--- src/rtl/core/lcl_pkg.sv ---
// Shared types, constants and helpers for the LCL temperature pipeline.
// No dependencies; imported by every module in rtl/core.
package lcl_pkg;

  localparam int FracBits  = 24;
  localparam int LogSteps  = 24;
  localparam int QBits     = 17;
  localparam logic [15:0] KelvinOffset = 16'd27315;
  localparam logic signed [16:0] MinCelsius = -17'sd27315;
  localparam logic signed [30:0] Ln2Q30 = 31'sd744261118;
  localparam logic [16:0] BoltonA = 17'd80000;
  localparam logic signed [17:0] BoltonB = 18'sd5600;
  localparam logic signed [63:0] BoltonAQ = 64'sd1342177280000; // 80000 << 24

  // carried alongside the log lanes
  typedef struct packed {
    logic        miss;
    logic        last;
    logic [15:0] dk;
  } log_pass_t;

  // carried alongside the divider
  typedef struct packed {
    logic neg;
    logic miss;
    logic last;
  } div_side_t;

  // position of the leading one of a 16-bit value
  function automatic logic [3:0] lead_one(input logic [15:0] x);
    logic [3:0] e;
    e = '0;
    for (int i = 1; i < 16; i++) begin
      if (x[i]) e = 4'(i);
    end
    return e;
  endfunction

endpackage

--- src/rtl/core/lcl_div_pipe.sv ---
// Restoring divider, one quotient bit per stage, with overflow stage up front.
// Depends on lcl_pkg.
module lcl_div_pipe (
  input  logic               clk,
  input  logic               rst,
  input  logic               adv,
  input  logic               in_valid,
  input  logic [63:0]        in_num,
  input  logic [63:0]        in_dsr,
  input  lcl_pkg::div_side_t in_side,
  output logic               out_valid,
  output logic               out_ovf,
  output logic [16:0]        out_q,
  output lcl_pkg::div_side_t out_side
);
  import lcl_pkg::*;

  logic        vld  [0:QBits];
  logic [63:0] rem  [0:QBits];
  logic [63:0] dsr  [0:QBits];
  logic [16:0] q    [0:QBits];
  logic        ovf  [0:QBits];
  div_side_t   side [0:QBits];

  // quotient would need more than QBits bits
  always_ff @(posedge clk) begin
    if (rst) begin
      vld[0] <= 1'b0;
    end else if (adv) begin
      vld[0] <= in_valid;
    end
  end

  always_ff @(posedge clk) begin
    if (adv) begin
      rem[0]  <= in_num;
      dsr[0]  <= in_dsr;
      q[0]    <= '0;
      ovf[0]  <= in_num >= (in_dsr << QBits);
      side[0] <= in_side;
    end
  end

  for (genvar j = 1; j <= QBits; j++) begin : g_bit
    logic [63:0] t;
    logic        ge;
    assign t  = dsr[j-1] << (QBits - j);
    assign ge = rem[j-1] >= t;

    always_ff @(posedge clk) begin
      if (rst) begin
        vld[j] <= 1'b0;
      end else if (adv) begin
        vld[j] <= vld[j-1];
      end
    end

    always_ff @(posedge clk) begin
      if (adv) begin
        rem[j]  <= ge ? rem[j-1] - t : rem[j-1];
        dsr[j]  <= dsr[j-1];
        q[j]    <= q[j-1] | (17'(ge) << (QBits - j));
        ovf[j]  <= ovf[j-1];
        side[j] <= side[j-1];
      end
    end
  end

  assign out_valid = vld[QBits];
  assign out_ovf   = ovf[QBits];
  assign out_q     = q[QBits];
  assign out_side  = side[QBits];

endmodule

--- config.mk ---
export PLATFORM = sky130hd
export DESIGN_NAME = lcl_div_pipe
export DESIGN_NICKNAME = d
export VERILOG_FILES = /design/src/rtl/core/lcl_pkg.sv /design/src/rtl/core/lcl_div_pipe.sv
export SDC_FILE = /design/constraint.sdc
export NUM_CORES = 2
export LEC_CHECK = 0
export CAP_MARGIN = 20
export CORE_MARGIN = 10
export CORE_UTILIZATION = 70
export DETAILED_ROUTE_END_ITERATION = 16
export DONT_BUFFER_PORTS = 1
export HOLD_SLACK_MARGIN = 0.06
export PLACE_DENSITY = 0.85
export SLEW_MARGIN = 20
export SYNTH_ARGS = -nofsm -noshare
export SYNTH_HDL_FRONTEND = slang
export SYNTH_SLANG_ARGS = --single-unit
--- constraint.sdc ---
create_clock -name clk -period 6.6 [get_ports clk]
set_clock_uncertainty 0.15 [all_clocks]
set_input_delay 1.32 -clock clk [delete_from_list [all_inputs] [get_ports clk]]
set_output_delay 1.32 -clock clk [all_outputs]
set_load 0.01 [all_outputs]
# Word level (Yosys, flattened, before mapping)
# Memories as Yosys holds them, arrays and structs flattened.
# Cells that the tools add are included.
[totals]
regBits = 0
inputBits = 135
elab_cells = 117
mem_count = 6
out_inout_bits = 22
ram_bits = 2700
[classes]
add_sub_neg = 17
order_cmp = 18
n_mux = 41
n_bitwise = 35
[memory_table]
columns = ["name", "words", "word_bits", "read_ports", "rd_ports_with_merged_regs", "write_ports", "line_no", "rtl"]
rows = [
  ["dsr", 18, 64, 17, 0, 18, "lcl_div_pipe.sv:20", "logic [63:0] dsr [0:QBits];"],
  ["rem", 18, 64, 17, 0, 18, "lcl_div_pipe.sv:19", "logic [63:0] rem [0:QBits];"],
  ["q", 18, 17, 18, 0, 18, "lcl_div_pipe.sv:21", "logic [16:0] q [0:QBits];"],
  ["side", 18, 3, 18, 0, 18, "lcl_div_pipe.sv:23", "div_side_t side [0:QBits];"],
  ["ovf", 18, 1, 18, 0, 18, "lcl_div_pipe.sv:22", "logic ovf [0:QBits];"],
  ["vld", 18, 1, 18, 0, 18, "lcl_div_pipe.sv:18", "logic vld [0:QBits];"],
]
[ops]
columns = ["cell", "n"]
rows = [
  ["greater-or-equal comparator 64 bit", 18],
  ["two-way mux 64 bit", 17],
  ["subtractor 64 bit", 17],
  ["two-way mux 1 bit", 24],
  ["bitwise OR 1 bit", 18],
  ["bitwise OR 17 x 1 -> 17 bit", 1],
  ["bitwise OR 17 x 10 -> 17 bit", 1],
  ["bitwise OR 17 x 11 -> 17 bit", 1],
  ["bitwise OR 17 x 12 -> 17 bit", 1],
  ["bitwise OR 17 x 13 -> 17 bit", 1],
  ["bitwise OR 17 x 14 -> 17 bit", 1],
  ["bitwise OR 17 x 15 -> 17 bit", 1],
  ["bitwise OR 17 x 16 -> 17 bit", 1],
  ["bitwise OR 17 bit", 1],
  ["bitwise OR 17 x 2 -> 17 bit", 1],
  ["bitwise OR 17 x 3 -> 17 bit", 1],
  ["bitwise OR 17 x 4 -> 17 bit", 1],
  ["bitwise OR 17 x 5 -> 17 bit", 1],
  ["bitwise OR 17 x 6 -> 17 bit", 1],
  ["bitwise OR 17 x 7 -> 17 bit", 1],
  ["bitwise OR 17 x 8 -> 17 bit", 1],
  ["bitwise OR 17 x 9 -> 17 bit", 1],
]

# Longest topological paths before layout
[depth]
depth_word = 4
depth_mapped = 17
depth_no_buf = 15

# Worst setup path before layout
# Ideal clock, no wire load.
[synth_path]
kind = "input-to-reg"
start = "in in_dsr[16]"
end = "mem ovf[0] (data pin)"
setup_time_ns = 0.261
arrival_ns = 3.384
path_slack_ns = 2.805
t_required_ns = 6.189
path_stages = 13
n_path_buf = 0
cell_sequence = "inv_1 > ha_1 > a21o_1 > a21o_1 > a21o_1 > a21o_1 > a21oi_1 > nor2_1 > a2111oi_0 > o31ai_1 > a21oi_1 > o21ai_0 > a221o_1"
[synth_rtl]
columns = ["item", "line_no", "rtl"]
rows = [
  ["start, declared", "lcl_div_pipe.sv:9", "input logic [63:0] in_dsr,"],
  ["end, declared", "lcl_div_pipe.sv:22", ""],
]

==> load_flow_metrics.sql <==
INSERT INTO impl_metrics (metric_group, metric, value, unit) VALUES
('synthesis', 'syn_std_cell_area', '139000', 'um2'),
('clock_network', 'cts_hold_buffers', '0', ''),
('clock_network', 'tritoncts', 'yes', ''),
('clock_network', 'cts-resized-gates', '0', ''),
('synthesis', 'asyncSetResetFlopFracSynth', '0', ''),
('timing', 'worst_slew_pin_slew', '1.27', 'ns'),
('synthesis', 'yosys-top-cells-area', 'edfxtp_1 (52%), ha_1 (9.0%), a21oi_1 (4.5%)', ''),
('hold_path', 'holdCritPathClass', 'register to register', ''),
('timing', 'unrepaired_setup_endpoints_after_global_routing', 'no', ''),
('hold_path', 'worstHoldEndpoint', 'q[15][11]', ''),
('global_routing', 'grtUsageTotal', '0.309', ''),
('power', 'pwr-share-clk', '0.201', ''),
('timing', 'maxClockFrequency', '0.188', 'GHz'),
('status', 'result_of_the_run', 'finished, final reports clean', ''),
('synthesis', 'dominantRegCellSynth', 'edfxtp_1', ''),
('drt', 'antenna_violating_nets_post_route', '0', ''),
('timing', 'final_period_minus_worst_setup_slack', '5.32', 'ns'),
('timing', 'final.period_utilization', '0.806', ''),
('worst_setup_path', 'setup.worst_path.start_class', 'register', ''),
('worst_setup_path', 'worst_r2r_path_depth', '14', ''),
('worst_setup_path', 'path_max_fanout', '65', ''),
('power', 'power_per_cell_area', '488', 'nW/um2'),
('synthesis', 'ys_types', '99', ''),
('clock_network', 'cts_num_sinks', '2419', ''),
('clock_network', 'path_clk_slew', '0.06', 'ns'),
('drt', 'detail_route.wl_per_cell', '22.1', 'um'),
('worst_setup_path', 'worst_ep_arrival_time', '5.86', 'ns'),
('clock_network', 'cts-root-buf', 'clkbuf_16', ''),
('power', 'power_frac_comb', '0.472', ''),
('synthesis', 'ys_seq_area_frac', '0.521', ''),
('global_routing', 'grt.overflow.total', '0', ''),
('timing', 'timing_hold_violations_final', '0', ''),
('worst_setup_path', 'worst_r2r_endpoint', 'rem[1][16]', ''),
('power', 'p_sw_frac', '0.397', ''),
('timing', 'timing.slew.headroom', '0.142', ''),
('power', 'power_switching', '29.1', 'mW'),
('job', 'count_of_max_cap_constraint_violations', '0', ''),
('floorplan', 'boundaryPins', '157', ''),
('worst_setup_path', 'r2r_start', 'dsr[0][0]', ''),
('drt', 'dr.pass1.iters', '9', ''),
('floorplan', 'dieArea', '217000', 'um2'),
('floorplan', 'area_of_the_core', '198000', 'um2'),
('drt', 'dr_vias_cell', '6.50', ''),
('placement', 'detailedPlacementHpwl', '248', 'mm'),
('final_layout', 'post_route_cells_drive_above_1_share', '0.0611', ''),
('synthesis', 'synth_fp_nets', '14100', ''),
('worst_setup_path', 'end_kind', 'register', ''),
('power', 'cellLeakagePower', '61.8', 'nW'),
('floorplan', 'die_height', '466', 'um'),
('power', 'report.power.total', '73.4', 'mW'),
('timing', 'setup_tns', '0', 'ns'),
('synthesis', 'seq_cells_post_synth', '2419', ''),
('global_routing', 'grt_pass1_vias', '104000', ''),
('clock_network', 'worstSkewPairLatency', '0.98', 'ns'),
('global_routing', 'grt_pass1_wl', '545', 'mm'),
('placement', 'gpl.final_weighted_congestion', '1.08', ''),
('clock_network', 'cts_buffers', '274', ''),
('final_layout', 'finalNetCount', '14000', ''),
('hold_path', 'hold-path-cell-count', '0', ''),
('floorplan', 'floorplan.initialDensity', '0.705', ''),
('power', 'seq_power_share', '0.327', ''),
('timing', 'final.setup.worst_slack', '1.28', 'ns'),
('placement', 'buffer_ports.inserted', '0', ''),
('synthesis', 'synthDominantAreaCellType', 'edfxtp_1', ''),
('floorplan', 'floorplan.rows', '163', ''),
('clock_network', 'postCtsSetupRepairBufs', '0', ''),
('worst_setup_path', 'worst_setup_path_class', 'register to register', ''),
('clock_network', 'htree_levels', '5', ''),
('worst_setup_path', 'required', '7.13', 'ns'),
('placement', 'worst_slack_at_placement', '1.63', 'ns'),
('synthesis', 'post_synth_inst_count', '13000', '');
==> power groups by stage <==
stage          Clock (mW)  Sequential (mW)  Combinational, mW
2_1_floorplan           0             23.3               25.5
3_3_place_gp            0             24.0               32.0
3_5_place_dp            0             24.2               33.2
4_1_cts              14.9             23.9               33.8
5_1_grt              15.5             24.3               37.8
6_report             14.7             24.0               34.6
==> cells by family (layout without fill, tap and decap cells) <==
family	count (synthesis)	in the layout	synth area share
AOI/OAI and AO/OA	3768	3768	0.166
and+or+nand+nor	2993	2993	0.101
muxes	269	269	0.0217
adders and majority gates	1015	1015	0.0920
xor gates and xnor gates	811	811	0.0510
buffers and inverters	1708	1767	0.0473
DFF	2419	2419	0.521
other	0	2	0
==> flip-flops by register name, summed over array words and instances, names as in the netlist <==
register  count
q           153
vld          18
ovf          18
dsr        1088
side         54
rem        1088
==> layout make-up <==
| cell class | count | area, um2 |
|---|---|---|
| sequential | 2419 | 72600 |
| clock inverter | 129 | 1330 |
| timing repair buffer | 74 | 851 |
| antenna | 2 | 5.00 |
| clock buffer | 331 | 7180 |
| inverter | 1233 | 4630 |
| multi-input combinational | 8856 | 60300 |
| tap | 2640 | 3300 |
| fill | 11800 | 47400 |
==> through the flow <==
step | hold slack (ns) | cell area [um2]
floorplan | 0.250 | 139000
global placement | 0.250 | 142000
detailed placement | 0.255 | 142000
CTS | 0.228 | 150000
global route | 0.253 | 150000
finish | 0.249 | 150000
==> cell usage in the layout (no fill, tap or decap), types with 21 or more instances in the layout <==
cell type and instances:
nand2b_1 124, nand4_1 275, o21ai_1 22, nor3_1 132
clkinv_2 36, mux2_2 253, or2_2 26, inv_1 1231
xnor2_1 470, o21a_1 110, bufinv_16 25, and3_1 85
and2_1 64, o21bai_1 153, a221oi_1 30, nand2_1 1064
clkinv_1 46, a21oi_1 1246, nor2_1 704, o31ai_1 58
nor4_1 58, a31oi_1 122, or3_1 42, o211ai_1 63
o31a_1 21, nor2b_1 131, a21boi_0 41, buf_12 22
a211oi_1 71, or4_1 22, a21o_1 576, buf_4 51
o21ai_0 971, ha_1 999, clkbuf_1 52, and4_1 26
edfxtp_1 2419, nand3_1 190, clkbuf_16 279, xor2_1 341
==> synth_stat cells, types with 134 or more instances <==
cell	n
o21bai_1	154
nor2_1	704
a21o_1	576
inv_1	1231
mux2_2	253
edfxtp_1	2419
xnor2_1	470
clkbuf_1	391
xor2_1	341
nand3_1	190
nand2_1	1065
o21ai_0	972
nand4_1	275
a21oi_1	1246
ha_1	999
nor3_1	134
==> worst max path at each step <==
stage / startpoint / to / slack, ns / depth (start not counted)
2_1_floorplan: in_dsr[16] / ovf[0] / 2.81 / 13
3_3_place_gp: dsr[9][1] / rem[10][26] / 1.71 / 13
3_5_place_dp: rem[9][13] / rem[10][26] / 1.63 / 11
4_1_cts: rem[2][14] / rem[3][31] / 1.47 / 15
5_1_grt: rem[2][14] / rem[3][31] / 1.29 / 15
6_report: dsr[0][0] / rem[1][16] / 1.28 / 14
==> per-layer routing <==
metal,GRT usage,routed length [um]
met5,0,0
met4,0.216,27700
met3,0.0415,21200
met2,0.576,180000
met1,0.319,118000
==> worst max-delay path, cell delays in order, from the launching register on <==
cell and delay [ns]:
edfxtp_1 0.43, ha_1 0.27, fa_1 0.44, nor2b_1 0.23, o21ai_1 0.12, a21o_1 0.24, a31o_2 0.29, a311oi_1 0.39
a21oi_1 0.16, o21ai_1 0.67, o21ai_0 0.23, a211o_2 0.58, buf_4 0.38, nand2_1 0.22, o21ai_0 0.15
(Power assumes the default switching activity.)
